<file path="src/rtl/core/lc2k_pkg.sv">
package lc2k_pkg;

    // Word memory geometry; the 12-bit address ports fix the depth
    localparam int MEM_WORDS = 4096;
    localparam int MEM_AW    = 12;
    localparam int NUM_REGS  = 8;
    localparam int REG_AW    = 3;

    // Request codes
    localparam logic [1:0] FUNC_LOAD  = 2'd0;
    localparam logic [1:0] FUNC_EXEC  = 2'd1;
    localparam logic [1:0] FUNC_RDMEM = 2'd2;
    localparam logic [1:0] FUNC_RDREG = 2'd3;

    // Result status codes
    localparam logic [2:0] STAT_OK       = 3'd0;
    localparam logic [2:0] STAT_HALTED   = 3'd1;
    localparam logic [2:0] STAT_UNKNOWN  = 3'd2;
    localparam logic [2:0] STAT_STOPPED  = 3'd3;
    localparam logic [2:0] STAT_PAST_END = 3'd4;

    // Opcodes (instruction bits 31:22)
    localparam logic [9:0] OP_ADD  = 10'd0;
    localparam logic [9:0] OP_NOR  = 10'd1;
    localparam logic [9:0] OP_LW   = 10'd2;
    localparam logic [9:0] OP_SW   = 10'd3;
    localparam logic [9:0] OP_BEQ  = 10'd4;
    localparam logic [9:0] OP_JALR = 10'd5;
    localparam logic [9:0] OP_HALT = 10'd6;
    localparam logic [9:0] OP_NOOP = 10'd7;

    // Configuration register index (paddr bit 2)
    localparam logic REG_PROG_WORDS = 1'b0;

    typedef struct packed {
        logic              we;
        logic [MEM_AW-1:0] waddr;
        logic [31:0]       wdata;
        logic              re;
        logic [MEM_AW-1:0] raddr;
    } t_wm_req;

    typedef struct packed {
        logic              re;
        logic [REG_AW-1:0] ra;
        logic [REG_AW-1:0] rb;
        logic              we;
        logic [REG_AW-1:0] wa;
        logic [31:0]       wd;
    } t_rf_req;

endpackage

</file>
<file path="src/rtl/core/lc2k_reg_file.sv">
module lc2k_reg_file
    import lc2k_pkg::*;
(
    input  logic        i_clk,
    input  logic        i_rst_n,
    input  t_rf_req     i_req,
    output logic [31:0] o_rdata_a,
    output logic [31:0] o_rdata_b
);

    logic [31:0]         r_mem [NUM_REGS];
    logic [NUM_REGS-1:0] r_valid;
    logic [31:0]         r_rdata_a;
    logic [31:0]         r_rdata_b;

    // Entries not yet written read as zero
    always_ff @(posedge i_clk) begin
        if (!i_rst_n) begin
            r_valid <= '0;
        end else if (i_req.we) begin
            r_valid[i_req.wa] <= 1'b1;
        end
    end

    always_ff @(posedge i_clk) begin
        if (i_req.we) begin
            r_mem[i_req.wa] <= i_req.wd;
        end
        if (i_req.re) begin
            r_rdata_a <= r_valid[i_req.ra] ? r_mem[i_req.ra] : '0;
            r_rdata_b <= r_valid[i_req.rb] ? r_mem[i_req.rb] : '0;
        end
    end

    assign o_rdata_a = r_rdata_a;
    assign o_rdata_b = r_rdata_b;

endmodule

</file>
<file path="config.mk">
export PLATFORM = sky130hd
export DESIGN_NAME = lc2k_reg_file
export DESIGN_NICKNAME = d
export VERILOG_FILES = /design/src/rtl/core/lc2k_pkg.sv /design/src/rtl/core/lc2k_reg_file.sv
export SDC_FILE = /design/constraint.sdc
export NUM_CORES = 1
export LEC_CHECK = 0
export BUFFER_PORTS_ARGS = -buffer_cell sky130_fd_sc_hd__buf_2
export CORE_AREA = 2 2 119 208
export DETAILED_ROUTE_END_ITERATION = 10
export DIE_AREA = 0 0 121 210
export GPL_ROUTABILITY_DRIVEN = 0
export PLACE_DENSITY_LB_ADDON = 0.08
export SYNTH_ARGS = -nofsm -noshare
export SYNTH_HDL_FRONTEND = slang
export SYNTH_SLANG_ARGS = --single-unit
</file>
<file path="constraint.sdc">
create_clock -name i_clk -period 4.1 [get_ports i_clk]
set_input_delay 0.615 -clock i_clk [delete_from_list [all_inputs] [get_ports i_clk]]
set_output_delay 0.615 -clock i_clk [all_outputs]
set_load 0.01 [all_outputs]
</file>
Word-level counts from Yosys, hierarchy flattened --
Memories as Yosys holds them, arrays and structs flattened. A register that Yosys moved wholly into a read port is not among the register bits. Index checks and enable logic that the tools add are counted.
Operators by class: magnitude comparators 4, muxes and demuxes 8, bitwise gates (word level) 1, reductions and logical operators 3
Operator list (count):
- $lt 3x4->1 const B | 3
- $or 8x8->8 | 1
- $bmux 1 s3 | 2
- $mux 1 | 5
- $demux 1 s3 | 1
- $ge 3x1->1 const B | 1
- $logic_not 1->1 | 2
- $logic_and 1x1->1 | 1
Storage, ports and cells: register bits after elaboration 8, memory bits (writable) 256, bits of input ports 45, output and inout port bits 64, word-level logic and storage cells 18, memories 1
Memory list:
- r_mem | depth 8, bits a word 32, read ports 2, clocked after memory_dff 2, wr ports 1, line lc2k_reg_file.sv:11 | logic [31:0] r_mem [NUM_REGS];

Depth between registers and ports, before layout --
Gate-level depths: netlist of the first run.
depth in word-level cells 5, gate-level depth with buffers 5, depth with buffers taken out 3

Worst setup path after synthesis of the first run --
Ideal clock, no wire load.
kind input-to-reg, start point in i_req[34] (netlist name), end point mem r_mem[0][0], enable pin, library setup time 0.464 ns, data arrival time 3.051 ns, required time 3.636 ns, setup slack 0.585 ns, cell stages on the path 2, path buffers 0, cells stage by stage nand2b_1 nor3_1
RTL lines:
- start: declaration | line lc2k_reg_file.sv:6 | input t_rf_req i_req,
- end: declaration | line lc2k_reg_file.sv:11
No word-level cell before the write port.

Worst setup path after layout of the first run --
start point in i_req[39] (netlist name), end point reg r_rdata_a[12], in the netlist o_rdata_a[12], read port of r_mem (data pin)
On the way: word-level cells in the longest chain between the ends 3
RTL lines:
- $bmux 1 s3 | line lc2k_reg_file.sv:30 | r_rdata_a <= r_valid[i_req.ra] ? r_mem[i_req.ra] : '0;
- $mux 1 (implied by the code) | line lc2k_reg_file.sv:30
- $logic_not 1->1 (no source line)
- end: declaration | line lc2k_reg_file.sv:13 | logic [31:0] r_rdata_a;
Parallel ways exist; a longest one is shown, timed or not. The select of a mux whose other input is x is not followed. A chain may end at the register's enable or synchronous reset.

==> impl_metrics.csv, run 1 <==
group,metric,value,unit
route,vias,7075,
floorplanning,pin_count,109,
sta,hold_viol_final,0,
clocking,clock_path_buffers,3,
sta,skew,12.59,ps
clocking,cts_tree,"built",
floorplanning,dieWidth,121,um
sta,rsz0062_at_grt,"false",
critical_path,reg2reg_slack,1860,ps
min_path,min_from,"i_req[24]",
power,ir_drop,0.0003723,V
yosys,synth_enable_flop_cells,320,
clocking,cts_made_buffers,29,
route,ant_nets,0,
grt,grt_antenna_before_repair,2,
clocking,clockRootBuffer,"clkbuf_16",
placed_design,io_buffer_count,108,
grt,grt_max_degree,65,
floorplanning,core_area,23740,um2
yosys,synth_top_area_share,68.50,%
yosys,synthFlopType,"edfxtp_1",
power,cellLeakagePower,5.484,nW
route,routed-wl-met2,17120,um
yosys,synth_area_leaders,"edfxtp_1 69%, mux4_2 21%, mux2i_1 4.6%",
critical_path,crit_arrival,2580,ps
yosys,yosys_warnings,0,
route,dr.first_iter.drc_count,603,
yosys,synth-seq-area-share,69.65,%
placed_design,placed_cells,1052,
critical_path,slowest_stage,"mux4_2",
clocking,clk_pin_slew,70,ps
yosys,synth_area_per_cell,21.45,um2
sta,relSlewSlack,37.09,%
final_layout,layout.nets,820,
final_layout,syn_to_final_growth,13.60,%
grt,grt_pass1_wl,46180,um
sta,report.final.slew_viol_count,0,
route,route.met3.wl,1787,um
placed_design,place_hpwl,17850,um
power,p_per_area,451.3,nW/um2
clocking,cts.sinks,328,
sta,period_minus_slack,2283,ps
floorplanning,die_h,210,um
min_path,min_to,"r_mem[7][24]$_DFFE_PP_",
final_layout,drive_gt1_share,39.90,%
route,drt-total-wl,30770,um
route,first_pass_iters,5,
clocking,cts_resized,0,
outcome,status,"complete, no violations",
route,drc,0,
critical_path,endpoint_kind,"flop",
yosys,syn_area,14030,um2
final_layout,stdcell_count,1106,
yosys,synth_nets,699,
critical_path,cp-start-kind,"input port",
yosys,synthTopCellsByCount,"320 x edfxtp_1, 132 x mux4_2, 70 x nor2_1, 64 x mux2i_1, 14 x buf_2",
yosys,synth.most_common_cell,"edfxtp_1",
yosys,synth-seq-cells,328,
route,highest_layer,"met5",
sta,fmaxAchievable,438.0,MHz
floorplanning,start_util,59.08,%
sta,timing.setup.tns,0,ps
floorplanning,placement_rows,75,
critical_path,ff2ff_path_depth,4,
sta,setup_violations,0,
route,wl_met1,11040,um
clocking,worstSkewPairLatency,560,ps
critical_path,critPathMaxFanout,22,
critical_path,cpMostUsedCell,"buf_4",
critical_path,rr_startpoint,"r_valid[5]$_SDFFE_PN0P_",
grt,grt_pass1_vias,7841,
clocking,hold_buffers,0,
floorplanning,dieArea,25410,um2
clocking,postCtsSetupBuffers,0,
sta,worstMarginPinSlew,943.7,ps
yosys,synth_async_sr_flop_share,0,%
min_path,whs_path_depth,1,
sta,fin_crit_sh,55.68,%
yosys,synthCells,654,
grt,overflow,0,
critical_path,critical_path_class,"in -> reg",
critical_path,critical_path.cell_chain,"buf_4 > mux4_2 > mux2i_4 > buf_4 > nor2_1",
grt,grt.total_usage,25.10,%
critical_path,crit_required,4400,ps
critical_path,r2r-end,"o_rdata_b[3]$_SDFFCE_PN0P_",
critical_path,slowest_delay,600,ps
clocking,h-tree-depth,1,
min_path,min_path_type,"in -> reg",
route,wl_per_cell,27.82,um
yosys,synth_cell_types,15,
route,avgViaCountPerCell,6.397,
run,maxCapViolCount,0,
yosys,synth_area_leader_cell,"edfxtp_1",
==> critical path: cells and delay by family <==
family / cells / cell delay, ps
buffers and inverters: 2 / 730
muxes: 2 / 1120
and+or+nand+nor: 1 / 100
==> flip-flops by register name, summed over array words and instances, names as in the netlist <==
signal and cells:
o_rdata_b 32, r_valid 8, r_mem 256, o_rdata_a 32
==> through the flow <==
| stage | worst slack, ps | total power [W] | hold WS, ps | utilization, % | instance area (um2) |
|---|---|---|---|---|---|
| after detailed placement | 1236 | 0.004485 | 488.6 | 63.05 | 14970 |
| after CTS | 1823 | 0.007240 | 299.7 | 67.11 | 15930 |
| after global routing | 1717 | 0.007401 | 320.0 | 67.12 | 15940 |
| after floorplan | 585.2 | 0.004278 | 451.9 | - | 14030 |
| final | 1817 | 0.007191 | 319.2 | 67.12 | 15940 |
| after global placement | 1283 | 0.004460 | 458.2 | 63.05 | 14970 |
==> cell usage in the layout, fill, tap and decap left out, drive strengths merged, types with 3 or more instances in the layout <==
cell type,instances
buf,133
bufinv,5
clkbuf,33
clkinv,13
dfxtp,8
edfxtp,320
mux2i,66
mux4,132
nand2b,3
nor2,70
o21a,8
==> kinds of logic after synthesis <==
family	after synthesis	synth area share, %
AO/OA/AOI/OAI	8	0.4282
buffers and inverters	43	1.838
flip-flops	328	69.65
multiplexers	198	25.96
AND/OR/NAND/NOR	77	2.132
==> metal layers <==
layer,vias up,global-route usage [%]
met3,54,3.220
li1,2999,-
met5,-,0
met4,2,8.781
met1,3756,31.43
met2,264,44.94
==> power breakdown <==
group          switching [W]  internal, W  total, W  leakage (nW)
clock network        0.00118      0.00161   0.00278         0.474
logic               0.000295     0.000256  0.000551          1.96
registers          0.0000485      0.00381   0.00386          3.05
total                0.00152      0.00567   0.00719          5.48
==> worst max-delay path by stage <==
stage | start | end | cells after the start
2_1_floorplan | i_req[34] | r_mem[0][0]$_DFFE_PP_ | 2
3_3_place_gp | i_req[39] | o_rdata_a[13]$_SDFFCE_PN0P_ | 5
3_5_place_dp | i_req[39] | o_rdata_a[12]$_SDFFCE_PN0P_ | 5
4_1_cts | i_req[39] | o_rdata_a[12]$_SDFFCE_PN0P_ | 5
5_1_grt | i_req[39] | o_rdata_a[12]$_SDFFCE_PN0P_ | 5
6_report | i_req[39] | o_rdata_a[12]$_SDFFCE_PN0P_ | 5
==> final cells by class <==
type                    instances  area, um2
well taps                     308      385.4
diodes                          1      2.502
multi-input cells             283       4073
repair buffers                133      740.7
flip-flops and latches        328       9769
clock buffers                  33      740.7
clock inverters                20      224.0
fillers                      1559       7806
Power figures use the tool's default switching activity.
==> inputs of run 2 (changes only) <==
==> constraint.sdc (replaced) <==
create_clock -name i_clk -period 2.3 [get_ports i_clk]
set_input_delay 0.345 -clock i_clk [delete_from_list [all_inputs] [get_ports i_clk]]
set_output_delay 0.345 -clock i_clk [all_outputs]
set_load 0.01 [all_outputs]
==> impl_metrics.csv, run 2 (synthesized netlist as in run 1, its figures left out) <==
group,metric,value,unit
floorplanning,pin_count,109,
clocking,clockRootBuffer,"clkbuf_16",
grt,grt_pass1_wl,45880,um
critical_path,rr_startpoint,"r_valid[5]$_SDFFE_PN0P_",
grt,grt_pass1_vias,7743,
floorplanning,placement_rows,75,
final_layout,layout.nets,817,
route,vias,7074,
power,p_sw_share,20.85,%
route,drt-total-wl,30520,um
final_layout,final_common_cell,"edfxtp_1",
grt,grt_antenna_before_repair,1,
sta,fmaxAchievable,601.2,MHz
clocking,postCtsSetupBuffers,0,
grt,overflow,0,
min_path,min_from,"i_req[6]",
route,avgViaCountPerCell,6.413,
clocking,cts_made_buffers,29,
clocking,cts_tree,"built",
critical_path,critical_path_class,"reg -> reg",
power,p_int,0.01031,W
power,power.share.combinational,7.8,%
power,ir_drop,0.0007737,V
grt,use_met1,31.86,%
sta,relSlewSlack,46.91,%
floorplanning,dieWidth,121,um
critical_path,endpoint_kind,"flop",
placed_design,place_hpwl,16620,um
sta,setup_violations,0,
critical_path,cp-start-kind,"flop",
power,p_seq_share,52.7,%
power,p_per_area,803.5,nW/um2
sta,fin_crit_sh,72.31,%
floorplanning,die_h,210,um
power,cellLeakagePower,5.572,nW
grt,grt_max_degree,66,
run,maxCapViolCount,0,
critical_path,critPathMaxFanout,32,
min_path,whs_path_depth,1,
route,dr.first_iter.drc_count,589,
route,first_pass_iters,5,
placed_design,io_buffer_count,108,
clocking,clock_path_buffers,3,
sta,report.final.slew_viol_count,0,
critical_path,reg2reg_slack,640,ps
power,clockPowerShare,39.4,%
sta,period_minus_slack,1663,ps
sta,rsz0062_at_grt,"false",
critical_path,crit_arrival,1940,ps
clocking,clk_pin_slew,60,ps
sta,setup_ws,636.8,ps
grt,use_met3,3.111,%
floorplanning,dieArea,25410,um2
final_layout,largest_reg_flops,256,
floorplanning,start_util,59.08,%
route,wl_per_cell,27.67,um
clocking,hold_buffers,0,
placed_design,pre_cts_slack,380.7,ps
grt,grt.total_usage,24.89,%
final_layout,final_cell_mix,"320 x edfxtp_1, 132 x mux4_2, 103 x buf_2",
clocking,worstSkewPairLatency,550,ps
critical_path,r2r-end,"o_rdata_a[23]$_SDFFCE_PN0P_",
min_path,min_path_type,"in -> reg",
outcome,status,"complete, no violations",
final_layout,drive_gt1_share,40.18,%
clocking,cts_resized,0,
sta,worstMarginPinSlew,796.3,ps
clocking,h-tree-depth,1,
clocking,cts.sinks,328,
power,p_sw,0.002717,W
grt,use_met2,44.63,%
route,ant_nets,0,
sta,skew,25.20,ps
critical_path,ff2ff_path_depth,4,
placed_design,placed_cells,1049,
final_layout,stdcell_count,1103,
critical_path,crit_required,2580,ps
final_layout,regMostFlops,"r_mem",
power,p_total,0.01303,W
floorplanning,core_area,23740,um2
grt,top_usage_layer,"met2",
final_layout,syn_to_final_growth,15.60,%
min_path,min_to,"r_mem[0][6]$_DFFE_PP_",
route,drc,0,
final_layout,fill_cells,1486,
sta,hold_viol_final,0,
## run 2: changes by cell type in the layout (fill, tap and decap cells not counted), sizes merged
cell,previous run,this run
clkinv,13,7
clkbuf,33,40
inv,1,0
bufinv,5,4
clkinvlp,1,2
buf,133,130
## run 2: power by group through the flow
stage               logic (W)  clock network (W)  registers, W
global placement      0.00100                  0       0.00698
finish                0.00102            0.00514       0.00687
detailed placement    0.00103                  0       0.00700
global route          0.00109            0.00542       0.00689
CTS                   0.00104            0.00520       0.00687
floorplan            0.000619                  0       0.00701
## run 2: routing by layer
| layer | wire, um | vias up |
|---|---|---|
| met3 | 1567 | 51 |
| met2 | 16890 | 247 |
| li1 | - | 2994 |
| met5 | 0 | - |
| met1 | 11300 | 3782 |
| met4 | 755 | 0 |
## run 2: layout make-up
type / instances / area [um2] / area share (%)
Multi-Input combinational cell: 283 / 4085 / 25.19
Tap cell: 308 / 385.4 / 2.377
Clock buffer: 40 / 849.6 / 5.239
Sequential cell: 328 / 9769 / 60.25
Antenna cell: 1 / 2.502 / 0.01543
Timing Repair Buffer: 130 / 943.4 / 5.818
Clock inverter: 13 / 180.2 / 1.111
## run 2: metrics by stage
stage / util (%) / hold WS [ps] / area (um2) / TNS, ps
after detailed placement: 63.95 / 484.9 / 15180 / 0
final: 68.30 / 57.32 / 16220 / 0
after global placement: 63.95 / 459.8 / 15180 / 0
after floorplan: - / 443.9 / 14040 / -6100
after global routing: 68.29 / 58.55 / 16210 / 0
after CTS: 68.29 / 36.35 / 16210 / 0
## run 2: how the worst max path moves through the flow
stage	startpoint	to	slack (ps)	depth (start not counted)
after detailed placement	i_req[39]	o_rdata_a[20]$_SDFFCE_PN0P_	380	5
after global routing	r_valid[5]$_SDFFE_PN0P_	o_rdata_a[9]$_SDFFCE_PN0P_	600	4
after CTS	r_valid[5]$_SDFFE_PN0P_	o_rdata_a[24]$_SDFFCE_PN0P_	630	4
after floorplan	i_req[34]	r_mem[1][0]$_DFFE_PP_	-70	2
final	r_valid[5]$_SDFFE_PN0P_	o_rdata_a[23]$_SDFFCE_PN0P_	640	4
after global placement	i_req[39]	o_rdata_a[20]$_SDFFCE_PN0P_	380	5
## run 2: worst max-delay path, cell delays in order, from the launching register on
cell and delay, ps:
dfxtp_1 330, mux4_2 510, mux2i_4 190, buf_12 270, nor2_1 110
